$ cat src/design/lgre_pkg.sv
// Shared types and constants of the Life generation row engine.
package lgre_pkg;

  localparam int ROW_W       = 64;
  localparam int COL_W       = 7;
  localparam int QUEUE_DEPTH = 4;
  localparam int QPTR_W      = 2;
  localparam int QCNT_W      = 3;

  localparam logic [COL_W-1:0] COLUMNS_RESET = 7'd64;

  // Bits one column shows to its neighbors: its two held bits and its row bit.
  typedef struct packed {
    logic upper;
    logic middle;
    logic row;
  } lgre_nbr_t;

  localparam lgre_nbr_t NBR_DEAD = '{upper: 1'b0, middle: 1'b0, row: 1'b0};

  // Update strobes from the top level to every column.
  typedef struct packed {
    logic load;
    logic clear;
  } lgre_cell_ctl_t;

  // One queued result item.
  typedef struct packed {
    logic [ROW_W-1:0] cells;
    logic             final_flag;
  } lgre_result_t;

  // Results produced by one accepted row, in delivery order.
  typedef struct packed {
    logic             first_vld;
    logic [ROW_W-1:0] first_cells;
    logic             second_vld;
    logic [ROW_W-1:0] second_cells;
  } lgre_push_t;

endpackage

$ cat src/design/lgre_cell.sv
// One column of the row engine: holds two grid bits and applies rule B3/S23.
module lgre_cell
  import lgre_pkg::*;
(
  input  logic           clk,
  input  logic           rst,
  input  lgre_cell_ctl_t ctl,
  input  logic           row_bit,
  input  logic           col_en,
  input  lgre_nbr_t      left,
  input  lgre_nbr_t      right,
  output lgre_nbr_t      here,
  output logic           gen_above,
  output logic           gen_bottom
);

  localparam logic [3:0] BIRTH_COUNT   = 4'd3;
  localparam logic [3:0] SURVIVE_COUNT = 4'd2;

  logic upper;
  logic middle;
  logic row_m;
  logic [3:0] n_above;
  logic [3:0] n_bottom;

  function automatic logic life_rule(input logic alive, input logic [3:0] n);
    life_rule = (n == BIRTH_COUNT) || (alive && (n == SURVIVE_COUNT));
  endfunction

  assign row_m = row_bit & col_en;
  assign here  = '{upper: upper, middle: middle, row: row_m};

  // The held middle row is judged with the arriving row below it.
  assign n_above = 4'(left.upper) + 4'(upper) + 4'(right.upper)
                 + 4'(left.middle) + 4'(right.middle)
                 + 4'(left.row) + 4'(row_m) + 4'(right.row);

  // The arriving row is judged with a dead row below it.
  assign n_bottom = 4'(left.middle) + 4'(middle) + 4'(right.middle)
                  + 4'(left.row) + 4'(right.row);

  assign gen_above  = col_en & life_rule(middle, n_above);
  assign gen_bottom = col_en & life_rule(row_m, n_bottom);

  always_ff @(posedge clk) begin
    if (rst) begin
      upper  <= 1'b0;
      middle <= 1'b0;
    end else if (ctl.load) begin
      if (ctl.clear) begin
        upper  <= 1'b0;
        middle <= 1'b0;
      end else begin
        upper  <= middle;
        middle <= row_m;
      end
    end
  end

endmodule

$ cat src/design/lgre_out_queue.sv
// Result queue that takes up to two items per cycle and hands out one unless stalled.
module lgre_out_queue
  import lgre_pkg::*;
(
  input  logic             clk,
  input  logic             rst,
  input  lgre_push_t       push,
  output logic             room,
  output logic             out_valid,
  input  logic             out_stall,
  output logic [ROW_W-1:0] next_row_cells,
  output logic             final_row
);

  lgre_result_t mem [QUEUE_DEPTH];
  logic [QPTR_W-1:0] wr_ptr;
  logic [QPTR_W-1:0] rd_ptr;
  logic [QCNT_W-1:0] count;
  logic [QPTR_W-1:0] second_ptr;
  logic [QCNT_W-1:0] push_n;
  logic pop;

  assign out_valid      = count != '0;
  assign pop            = out_valid && !out_stall;
  // Room for the two items a bottom row can bring.
  assign room           = count <= QCNT_W'(QUEUE_DEPTH - 2);
  assign next_row_cells = mem[rd_ptr].cells;
  assign final_row      = mem[rd_ptr].final_flag;
  assign second_ptr     = wr_ptr + QPTR_W'(push.first_vld);
  assign push_n         = QCNT_W'(push.first_vld) + QCNT_W'(push.second_vld);

  always_ff @(posedge clk) begin
    if (push.first_vld) begin
      mem[wr_ptr] <= '{cells: push.first_cells, final_flag: 1'b0};
    end
    if (push.second_vld) begin
      mem[second_ptr] <= '{cells: push.second_cells, final_flag: 1'b1};
    end
  end

  always_ff @(posedge clk) begin
    if (rst) begin
      wr_ptr <= '0;
      rd_ptr <= '0;
      count  <= '0;
    end else begin
      wr_ptr <= wr_ptr + push_n[QPTR_W-1:0];
      if (pop) begin
        rd_ptr <= rd_ptr + QPTR_W'(1);
      end
      count <= count + push_n - QCNT_W'(pop);
    end
  end

endmodule

$ cat src/design/life_generation_row_engine_unit.sv
// Top level of the streaming Life (B3/S23) one-generation row engine.
//
// The grid streams in one row per item, top to bottom, with last_row set on
// the bottom row; cells left of column 0, at or beyond the column count, above
// the top row and below the bottom row count as dead. A row of identical
// column cells holds the two most recent rows, and each cell reads the held
// and arriving bits of its two neighbors, so a whole row's next generation is
// formed combinationally. Every row after the first yields the next generation
// of the row above it; the bottom row additionally yields its own, flagged
// with final_row. A grid of one row yields a single flagged item. Results go
// through a four-item queue: one row is taken per clock while in_stall is low;
// a row's results are queued in the cycle after it is taken. A bottom row puts two
// items in the queue, but a grid of n rows yields only n items, so while the
// output side takes one item per clock the queue never holds more than two
// and rows flow with no gap. The input stalls only while the queue holds more
// than two items, which happens only when the output side stalls. The column
// count is written on the cfg port (always ready) while the block is idle, a
// user rule the block does not enforce; values above MAX_COLUMNS saturate,
// zero makes every output row dead; output bits from MAX_COLUMNS up are always 0.
module life_generation_row_engine_unit
  import lgre_pkg::*;
#(
  parameter int MAX_COLUMNS = 64
) (
  input  logic             clk,
  input  logic             rst,
  input  logic             in_valid,
  output logic             in_stall,
  input  logic [ROW_W-1:0] row_cells,
  input  logic             last_row,
  output logic             out_valid,
  input  logic             out_stall,
  output logic [ROW_W-1:0] next_row_cells,
  output logic             final_row,
  input  logic             cfg_valid,
  output logic             cfg_ready,
  input  logic [COL_W-1:0] columns_in_use
);

  logic [COL_W-1:0] columns;
  logic             middle_valid;
  logic             room;
  logic             accept;
  lgre_cell_ctl_t   ctl;
  lgre_push_t       push;
  lgre_nbr_t        here_bits [MAX_COLUMNS];
  logic [ROW_W-1:0] gen_above;
  logic [ROW_W-1:0] gen_bottom;

  assign cfg_ready = 1'b1;
  assign in_stall  = !room;
  assign accept    = in_valid && !in_stall;
  assign ctl       = '{load: accept, clear: last_row};

  always_ff @(posedge clk) begin
    if (rst) begin
      columns <= COLUMNS_RESET;
    end else if (cfg_valid && cfg_ready) begin
      columns <= columns_in_use;
    end
  end

  // Set while a row whose next generation is still owed sits in the cells.
  always_ff @(posedge clk) begin
    if (rst) begin
      middle_valid <= 1'b0;
    end else if (accept) begin
      middle_valid <= !last_row;
    end
  end

  for (genvar j = 0; j < ROW_W; j++) begin : g_col
    if (j < MAX_COLUMNS) begin : g_live
      lgre_nbr_t left_n;
      lgre_nbr_t right_n;
      logic      col_en;

      assign col_en = columns > COL_W'(j);

      if (j == 0) begin : g_left_edge
        assign left_n = NBR_DEAD;
      end else begin : g_left_inner
        assign left_n = here_bits[j-1];
      end

      if (j == MAX_COLUMNS - 1) begin : g_right_edge
        assign right_n = NBR_DEAD;
      end else begin : g_right_inner
        assign right_n = here_bits[j+1];
      end

      lgre_cell u_cell (
        .clk       (clk),
        .rst       (rst),
        .ctl       (ctl),
        .row_bit   (row_cells[j]),
        .col_en    (col_en),
        .left      (left_n),
        .right     (right_n),
        .here      (here_bits[j]),
        .gen_above (gen_above[j]),
        .gen_bottom(gen_bottom[j])
      );
    end else begin : g_dead
      assign gen_above[j]  = 1'b0;
      assign gen_bottom[j] = 1'b0;
    end
  end

  assign push = '{
    first_vld:    accept && middle_valid,
    first_cells:  gen_above,
    second_vld:   accept && last_row,
    second_cells: gen_bottom
  };

  lgre_out_queue u_queue (
    .clk           (clk),
    .rst           (rst),
    .push          (push),
    .room          (room),
    .out_valid     (out_valid),
    .out_stall     (out_stall),
    .next_row_cells(next_row_cells),
    .final_row     (final_row)
  );

endmodule

$ cat config.mk
export PLATFORM = sky130hd
export DESIGN_NAME = life_generation_row_engine_unit
export DESIGN_NICKNAME = d
export VERILOG_FILES = /design/src/design/lgre_pkg.sv /design/src/design/lgre_cell.sv /design/src/design/lgre_out_queue.sv /design/src/design/life_generation_row_engine_unit.sv
export SDC_FILE = /design/constraint.sdc
export NUM_CORES = 1
export LEC_CHECK = 0
export ABC_AREA = 1
export BUFFER_PORTS_ARGS = -buffer_cell sky130_fd_sc_hd__buf_4
export CAP_MARGIN = 10
export CELL_PAD_IN_SITES_DETAIL_PLACEMENT = 0
export CELL_PAD_IN_SITES_GLOBAL_PLACEMENT = 1
export CORE_MARGIN = 1
export CORE_UTILIZATION = 52
export CTS_BUF_LIST = sky130_fd_sc_hd__clkbuf_16
export CTS_CLUSTER_DIAMETER = 200
export DETAILED_ROUTE_END_ITERATION = 16
export GPL_TIMING_DRIVEN = 0
export PLACE_DENSITY_LB_ADDON = 0.1
export SLEW_MARGIN = 20
export SYNTH_ARGS = -nofsm -noshare
export SYNTH_HDL_FRONTEND = slang
export SYNTH_SLANG_ARGS = --single-unit
$ cat constraint.sdc
create_clock -name clk -period 7.5 [get_ports clk]
set_clock_uncertainty 0.2 [all_clocks]
set_input_delay 1.875 -clock clk [delete_from_list [all_inputs] [get_ports clk]]
set_output_delay 1.875 -clock clk [all_outputs]
set_load 0.02 [all_outputs]
[Word level (Yosys, flattened, before mapping)]
Memories as Yosys holds them, arrays and structs flattened. A register that Yosys moved wholly into a read port is not among the register bits.
Index checks and enable logic that the tools add are counted.
Cells by class
  mux-type cells: 134
  reduce and logical (&&, ||, !) cells: 264
  bitwise logic cells: 192
  magnitude comparators: 65
  eq/ne operators: 256
  add/subtract/negate cells: 698
Operators by type and width (count)
  $add 4x1->4: 566
  $eq 4x2->1 const B: 256
  $add 1x1->2: 127
  $gt 7x6->1 const B: 32
  $and 1x1->1: 192
  $logic_and 1x1->1: 132
  $mux 1: 132
  $logic_or 1x1->1: 128
  $gt 7x5->1 const B: 16
  $gt 7x4->1 const B: 8
  $gt 7x3->1 const B: 4
  $gt 7x1->1 const B: 2
  $gt 7x2->1 const B: 2
  $mux 2: 2
  $add 3x3->3: 1
  $le 3x2->1 const B: 1
  $logic_not 1->1: 3
  $reduce_bool 3->1: 1
  $sub 3x1->3: 1
  $add 2x1->2: 1
  $add 2x1->2 const B: 1
  $add 2x2->2: 1
Storage, ports and cells
  word-level logic and storage cells: 1743
  register bits: 143
  input bits: 77
  memory bits (writable): 260
  memories kept: 1
Memory list
  u_queue.mem: depth 4, width 65, read ports 1, clocked after memory_dff 1, wr ports 2, RTL line lgre_out_queue.sv:15  | lgre_result_t mem [QUEUE_DEPTH];

[Depth between registers and ports, before layout]
Gate-level depths: netlist of the first run.
  depth in word-level cells: 11
  depth in mapped cells: 23

[By module]
A second synthesis of the first run with hierarchy kept.
Second synthesis, totals
  cell total of the unflattened synthesis: 4790
  area total of the unflattened synthesis: 37703.7 um^2
By module, submodules not included
  lgre_cell at g_col[0].g_live.u_cell ...: area an instance 345.3 um^2, instances 48, cells an instance 45
  lgre_out_queue: area an instance 14506.4 um^2, instances 1, cells an instance 1710
  lgre_cell at g_col[12].g_live.u_cell ...: area an instance 356.6 um^2, instances 14, cells an instance 46
  life_generation_row_engine_unit: area an instance 939.7 um^2, instances 1, cells an instance 187
  lgre_cell at g_col[7].g_live.u_cell: area an instance 347.8 um^2, instances 1, cells an instance 45
  lgre_cell at g_col[14].g_live.u_cell: area an instance 341.6 um^2, instances 1, cells an instance 44

[Worst setup path before layout of the first run]
Ideal clock, no wire load.
  path kind: input to register
  start: input row_cells[62]
  end: memory u_queue.mem[0][63] (netlist name) (data pin)
  slack: 2.377 ns
  data arrival time: 4.792 ns
  library setup time: 0.131 ns
  stages on the path: 14
  buffers on the path: 0
  required time: 7.169 ns
  cell sequence: o211ai_1 -> inv_1 -> fa_1 -> inv_1 -> fa_1 -> inv_1 -> fa_1 -> inv_1 -> fa_1 -> nor2_1 -> o21ai_0 -> nor3_1 -> nand2_1 -> nand2_1
RTL lines
  start, declared: RTL line life_generation_row_engine_unit.sv:29  | input logic [ROW_W-1:0] row_cells,
  end, declared: RTL line lgre_out_queue.sv:15

==> impl_metrics.csv, run 1 <==
group,metric,value,unit
worst_setup_path,reg2reg_from,"columns[2]$_SDFFE_PP0P_",
floorplan,start_util,52.55,%
timing,rsz0062_at_grt,"false",
place,dp_hpwl,94210,um
logic_synthesis,synth_top_area_share,21.33,%
logic_synthesis,ys_ff_latch,405,
worst_setup_path,regToRegSetupSlack,1300,ps
worst_setup_path,cp.arrival,6480,ps
power,power,9156,uW
place,portBuffers,142,
worst_hold_path,min_path_cells,2,
floorplan,boundaryPins,145,
drt,remaining_drc_errors,0,
worst_setup_path,cp_max_fo,8,
drt,vias_per_cell,5.571,
logic_synthesis,yosysTopAreaCell,"edfxtp_1",
global_routing,grt_pass1_vias,29180,
power,p_per_area,227.8,nW/um2
drt,drt_wl_total,124600,um
global_routing,grt_start_max_net_pins,44,
cts,clk_pin_slew_worst_paths,60,ps
run,maxCapViolations,0,
final_layout,antennaDiodeCount,0,
timing,fin_crit_sh,82.70,%
worst_setup_path,worstSetupEndpointType,"register",
worst_setup_path,reg2regPathDepth,14,
cts,clock-sinks,405,
global_routing,antenna_found_initial,1,
global_routing,grt_pass1_wl,186000,um
floorplan,die_y,265.3,um
cts,cts_root_buffer,"clkbuf_16",
worst_setup_path,crit_chain,"buf_2, nor2_1, nand2_1, a21oi_1, nor2_1, inv_1, fa_1, fa_1, fa_1, fa_1, nand3b_1, nor3_1, nand2_1, nand2_1",
logic_synthesis,yosysSeqAreaShare,29.60,%
power,power.leakage,0.01924,uW
timing,period_needed,6203,ps
global_routing,grt_usage,35.98,%
floorplan,rows,96,
cts,post_cts.repair.setup_buffers,0,
logic_synthesis,ys_types,42,
logic_synthesis,synth_area,36040,um2
place,gp_congestion,0.9830,
logic_synthesis,synthTopCellsByArea,"edfxtp_1, fa_1, ha_1",
timing,hold_slack,248.4,ps
cts,cts_made_buffers,50,
cts,cts_max_path_buffers,3,
drt,wl_per_cell,22.73,um
timing,drv_slew,0,
worst_setup_path,critical_path_depth,14,
final_layout,final_cells,5481,
worst_setup_path,path_buf_inv,2,
drt,vias,30540,
final_layout,nNetsFinal,5289,
logic_synthesis,synth_cells,4311,
timing,fmax,161.2,MHz
cts,clk_latency,620,ps
worst_setup_path,cp_slowest_stage_delay,770,ps
logic_synthesis,synth_edf_count,256,
timing,slew_headroom,24.02,%
drt,antenna_left,0,
floorplan,coreArea,68590,um2
timing,hold_violations,0,
timing,setup_tns,0,ps
place,placed_cells,5388,
timing,worstMarginPinSlew,1140,ps
worst_setup_path,crit_start,"columns[2]$_SDFFE_PP0P_",
final_layout,area_delta_synth_final,11.53,%
global_routing,overflow,0,
logic_synthesis,syn_nets,5091,
cts,hold_buffers,0,
timing,finalSetupViolations,0,
drt,firstDrtPassIters,6,
cts,cts_tree,"yes",
floorplan,die-width,265.3,um
logic_synthesis,synth_ff_type,"edfxtp_1",
power,irDropWorstVdd,0.1762,mV
floorplan,dieArea,70370,um2
logic_synthesis,avgSynthCellArea,8.361,um2
final_layout,final_util,58.61,%
worst_setup_path,r2r-end,"u_queue.mem[1][9]$_DFFE_PP_",
logic_synthesis,ys_warn_count,0,
worst_setup_path,cp-endpoint,"u_queue.mem[1][9]$_DFFE_PP_",
logic_synthesis,async_flop_share,0,%
worst_setup_path,start_kind,"register",
worst_setup_path,worstSetupPathType,"register to register",
outcome,status,"finished clean",
cts,cts_resized,0,
worst_hold_path,worstHoldPathType,"register to register",
worst_setup_path,crit_family,"simple AND/OR/NAND/NOR gates",
cts,htreeDepth,2,
worst_setup_path,required,7780,ps
worst_setup_path,cpMostUsedCell,"fa_1",
drt,drt_first_iter_violations,3627,
worst_setup_path,cp_slowest_cell,"a21oi_1",
final_layout,drive_gt1_share,6.681,%
## per-stage QoR
stage          setup slack [ps]  cell area (um2)
2_1_floorplan              2377            36040
3_3_place_gp             -147.7            38270
3_5_place_dp               1499            38410
4_1_cts                    1423            40200
5_1_grt                    1257            40200
6_report                   1297            40200
## routing by layer
| layer | GRT usage, % | wire (um) |
|---|---|---|
| met3 | 6.258 | 13630 |
| met1 | 50.74 | 51140 |
| met5 | 0 | 13 |
| met2 | 55.16 | 54370 |
| met4 | 14.15 | 5418 |
## worst min-delay path by stage
stage	endpoint	startpoint	slack, ps
finish	u_queue.mem[2][0]$_SDFFE_PP1P_	u_queue.mem[2][0]$_SDFFE_PP1P_	250
global route	u_queue.mem[2][0]$_SDFFE_PP1P_	u_queue.mem[2][0]$_SDFFE_PP1P_	270
CTS	u_queue.mem[2][0]$_SDFFE_PP1P_	u_queue.mem[2][0]$_SDFFE_PP1P_	240
detailed placement	u_queue.mem[2][0]$_SDFFE_PP1P_	u_queue.mem[2][0]$_SDFFE_PP1P_	230
global placement	u_queue.mem[2][0]$_SDFFE_PP1P_	u_queue.mem[2][0]$_SDFFE_PP1P_	230
floorplan	u_queue.mem[2][0]$_SDFFE_PP1P_	u_queue.mem[2][0]$_SDFFE_PP1P_	210
## kinds of logic (layout without fill, tap and decap cells)
logic type,Yosys count,count (layout),synth area share (%)
adder cells (fa/ha/maj),703,703,32.26
AND/OR/NAND/NOR,1516,1516,17.02
flip-flops,405,405,29.60
AO/OA/AOI/OAI,615,615,9.456
buffers and inverters,1047,1286,11.07
XOR/XNOR,24,24,0.5832
other,1,1,0.01040
## Yosys cell counts, types with 11 or more instances
library cell,number
o21ai_0,229
buf_2,38
o21ai_1,31
inv_1,897
dfxtp_1,149
clkbuf_1,87
nor2_1,275
o2111ai_1,30
nand3_1,188
nand2_1,968
a31oi_1,28
a21oi_1,195
a22oi_1,11
edfxtp_1,256
o22ai_1,65
fa_1,377
xor2_1,22
nor3_1,45
ha_1,326
nor3b_1,13
buf_1,14
## state kept, by name, indices dropped and copies added, names as in the netlist, named ones only
| name | count |
|---|---|
| columns | 7 |
| g_col.g_live.u_cell.middle | 64 |
| g_col.g_live.u_cell.upper | 64 |
| middle_valid | 1 |
| u_queue.count | 3 |
| u_queue.mem | 260 |
| u_queue.rd_ptr | 2 |
| u_queue.wr_ptr | 2 |
## layout by cell type, fill, tap and decap left out, types with 11 or more instances in the layout
master     instances
nand2_1          964
inv_1            900
fa_1             377
ha_1             326
nor2_1           274
edfxtp_1         256
o21ai_0          227
a21oi_1          195
nand3_1          188
dfxtp_1          149
buf_4            145
clkbuf_1          84
o22ai_1           65
clkbuf_16         53
nor3_1            45
buf_2             38
o21ai_1           33
o2111ai_1         30
a31oi_1           28
xor2_1            22
nor3b_1           13
buf_1             13
a22oi_1           11
## final cells by class
cell class	instances	area, um2
flip-flops and latches	405	10670
clock inverters	40	459.2
multi-input cells	2859	21420
fillers	6367	28390
plain buffers	142	596.8
inverters	905	3397
repair buffers	146	1169
well taps	931	1165
clock buffers	53	1326
## worst register-to-register path, delay by kind of cell, from the launching register on
kind	cells	cell delay, ps
AOI/OAI and AO/OA	1	780
DFF	1	290
adders and majority gates	4	1800
buffers and inverters	2	490
and+or+nand+nor	7	2510
## power breakdown
group / internal (uW) / switching, uW / total (uW)
clock network: 1620 / 1070 / 2690
logic: 1140 / 2640 / 3790
registers: 2570 / 107 / 2680
total: 5330 / 3820 / 9160
No activity file was read; power rests on OpenSTA's default activity.
==> run 2: changes to the inputs <==
- ABC_AREA: 1 -> 0
- CORE_UTILIZATION: 52 -> 51
- clock period: 7.5 -> 6.33 ns (I/O delays scaled with it)
==> impl_metrics.csv, run 2 <==
group,metric,value,unit
worst_hold_path,worstHoldPathType,"register to register",
place,gp_congestion,0.9167,
global_routing,grt_pass1_wl,162700,um
floorplan,die_y,261.8,um
worst_setup_path,required,6560,ps
final_layout,regMostFlops,"u_queue.mem",
cts,cts_resized,0,
logic_synthesis,avgSynthCellArea,10.35,um2
timing,rsz0062_at_grt,"false",
worst_setup_path,worstSetupEndpointType,"register",
timing,period_needed,5850,ps
place,portBuffers,141,
floorplan,boundaryPins,145,
final_layout,area_delta_synth_final,11.50,%
final_layout,num-fill-cells,5832,
logic_synthesis,synth_edf_count,256,
logic_synthesis,syn_nets,4106,
logic_synthesis,synthTopCellsByArea,"edfxtp_1, fa_1, ha_1",
floorplan,start_util,51.97,%
global_routing,grt_usage,32.08,%
power,power.leakage,0.01662,uW
place,dp_hpwl,82010,um
final_layout,largest_register_ffs,260,
cts,cts_tree,"yes",
timing,slew_headroom,19.31,%
power,p_per_area,266.9,nW/um2
logic_synthesis,ys_ff_latch,405,
worst_setup_path,worstSetupPathType,"register to register",
timing,fmax,170.9,MHz
final_layout,final_common_cell,"inv_1",
final_layout,final_cells,4430,
cts,clk_pin_slew_worst_paths,70,ps
power,irDropWorstVdd,0.1809,mV
floorplan,dieArea,68520,um2
final_layout,drive_gt1_share,10.72,%
timing,hold_slack,248.7,ps
logic_synthesis,yosysTopAreaCell,"edfxtp_1",
worst_setup_path,cp_max_fo,10,
worst_setup_path,start_kind,"register",
worst_setup_path,cp.arrival,6080,ps
logic_synthesis,ys_top_cells_by_count,"inv_1, fa_1, ha_1, edfxtp_1, o22ai_1",
logic_synthesis,ys_types,66,
global_routing,grt_pass1_vias,27380,
timing,finalSetupViolations,0,
drt,vias_per_cell,5.974,
place,pre_cts_slack,488.7,ps
logic_synthesis,ys_warn_count,0,
final_layout,reg.largest.list,"u_queue.mem (260), g_col.g_live.u_cell.middle (64), g_col.g_live.u_cell.upper (64)",
cts,hold_buffers,0,
timing,fin_crit_sh,92.42,%
drt,remaining_drc_errors,0,
worst_setup_path,reg2regPathDepth,15,
cts,cts_made_buffers,49,
final_layout,nNetsFinal,4304,
timing,worstMarginPinSlew,1210,ps
drt,drt_first_iter_violations,2332,
floorplan,rows,94,
cts,clk_latency,610,ps
cts,clock-sinks,405,
place,placed_cells,4336,
drt,wl_per_cell,24.37,um
drt,vias,26470,
cts,post_cts.repair.setup_buffers,0,
drt,firstDrtPassIters,6,
timing,setup_tns,0,ps
logic_synthesis,yosysMostFrequentCell,"inv_1",
floorplan,coreArea,66220,um2
global_routing,overflow,0,
logic_synthesis,yosysSeqAreaShare,31.01,%
logic_synthesis,async_flop_share,0,%
timing,drv_slew,0,
cts,cts_root_buffer,"clkbuf_16",
timing,worst_slack,479.9,ps
logic_synthesis,synth_top_area_share,22.34,%
timing,hold_violations,0,
final_layout,register_area,10670,um2
drt,drt_wl_total,108000,um
run,maxCapViolations,0,
global_routing,grt_start_max_net_pins,41,
worst_hold_path,min_path_cells,2,
final_layout,multi_input_area,20370,um2
global_routing,antenna_found_initial,7,
logic_synthesis,synth_ff_type,"edfxtp_1",
logic_synthesis,synth_cells,3326,
final_layout,final_cell_mix,"inv_1, fa_1, ha_1",
drt,antenna_left,0,
cts,cts_max_path_buffers,3,
floorplan,die-width,261.8,um
outcome,status,"finished clean",
cts,htreeDepth,2,
logic_synthesis,synth_area,34410,um2
==> run 2: cell types whose count changed after synthesis, moves of 79 or more <==
cell	previous run	this run
nand2_1	968	140
inv_1	897	766
nor2_1	275	196
o21ai_0	229	70
o22ai_1	65	227
nand3_1	188	63
==> run 2: critical path, cell delays in order, from the launching register on <==
cell and delay [ps]:
dfxtp_1 340, buf_2 270, buf_2 360, o211ai_1 290
o21ai_0 940, nand2_1 510, fa_1 690, fa_1 420
inv_1 90, fa_1 200, inv_1 60, fa_1 380
a211o_1 230, a211oi_1 320, nand2_1 160, o22ai_1 200
==> run 2: kinds of logic (layout without fill, tap and decap cells) <==
kind of cell	count (synthesis)	after routing	share of synthesized area [%]
AOI/OAI and AO/OA	612	612	11.54
xor gates and xnor gates	10	10	0.2545
adders and majority gates	703	703	33.79
buffers and inverters	902	1141	10.05
DFF	405	405	31.01
muxes	88	88	4.978
other	1	2	0.01090
and+or+nand+nor	605	605	8.374
==> run 2: routing by layer <==
layer	global-route usage, %	part of all wire [%]	vias up
met5	0	0.033	-
met4	15.33	4.9	6
met3	4.678	7.4	231
met2	53.57	48	1075
met1	41.10	39	13410
li1	-	-	11750
==> run 2: power by group <==
part	internal [uW]	total [uW]	leakage (uW)	switching, uW
registers	3050	3160	0.00356	115
logic	1530	4190	0.0122	2660
clock network	1650	2890	0.000820	1240
==> run 2: path summary, 6_finish.rpt <==
check | from | endpoint | slack (ps)
worst max-delay path | columns[3]$_SDFFE_PP0P_ | u_queue.mem[0][45]$_DFFE_PP_ | 480
worst min-delay path | u_queue.mem[2][0]$_SDFFE_PP1P_ | u_queue.mem[2][0]$_SDFFE_PP1P_ | 250
worst max register to register | columns[3]$_SDFFE_PP0P_ | u_queue.mem[0][45]$_DFFE_PP_ | 480
worst min register to register | u_queue.mem[2][0]$_SDFFE_PP1P_ | u_queue.mem[2][0]$_SDFFE_PP1P_ | 250
==> run 2: final cells by class <==
type	count	share of cell area, %
Clock inverter	40	0.7891
Multi-Input combinational cell	2019	53.08
Clock buffer	52	3.391
Inverter	766	7.493
Sequential cell	405	27.81
Tap cell	864	2.817
Antenna cell	1	0.006522
Buffer	136	1.523
Timing Repair Buffer	147	3.095
==> run 2: stage by stage <==
stage                     instance area, um2  power [uW]  util [%]
after detailed placement               36740        7385     55.49
after global placement                 36550        7209     55.20
after global routing                   38370       10740     57.95
final                                  38370       10240     57.95
after floorplan                        34410        5813         -
after CTS                              38350       10250     57.91
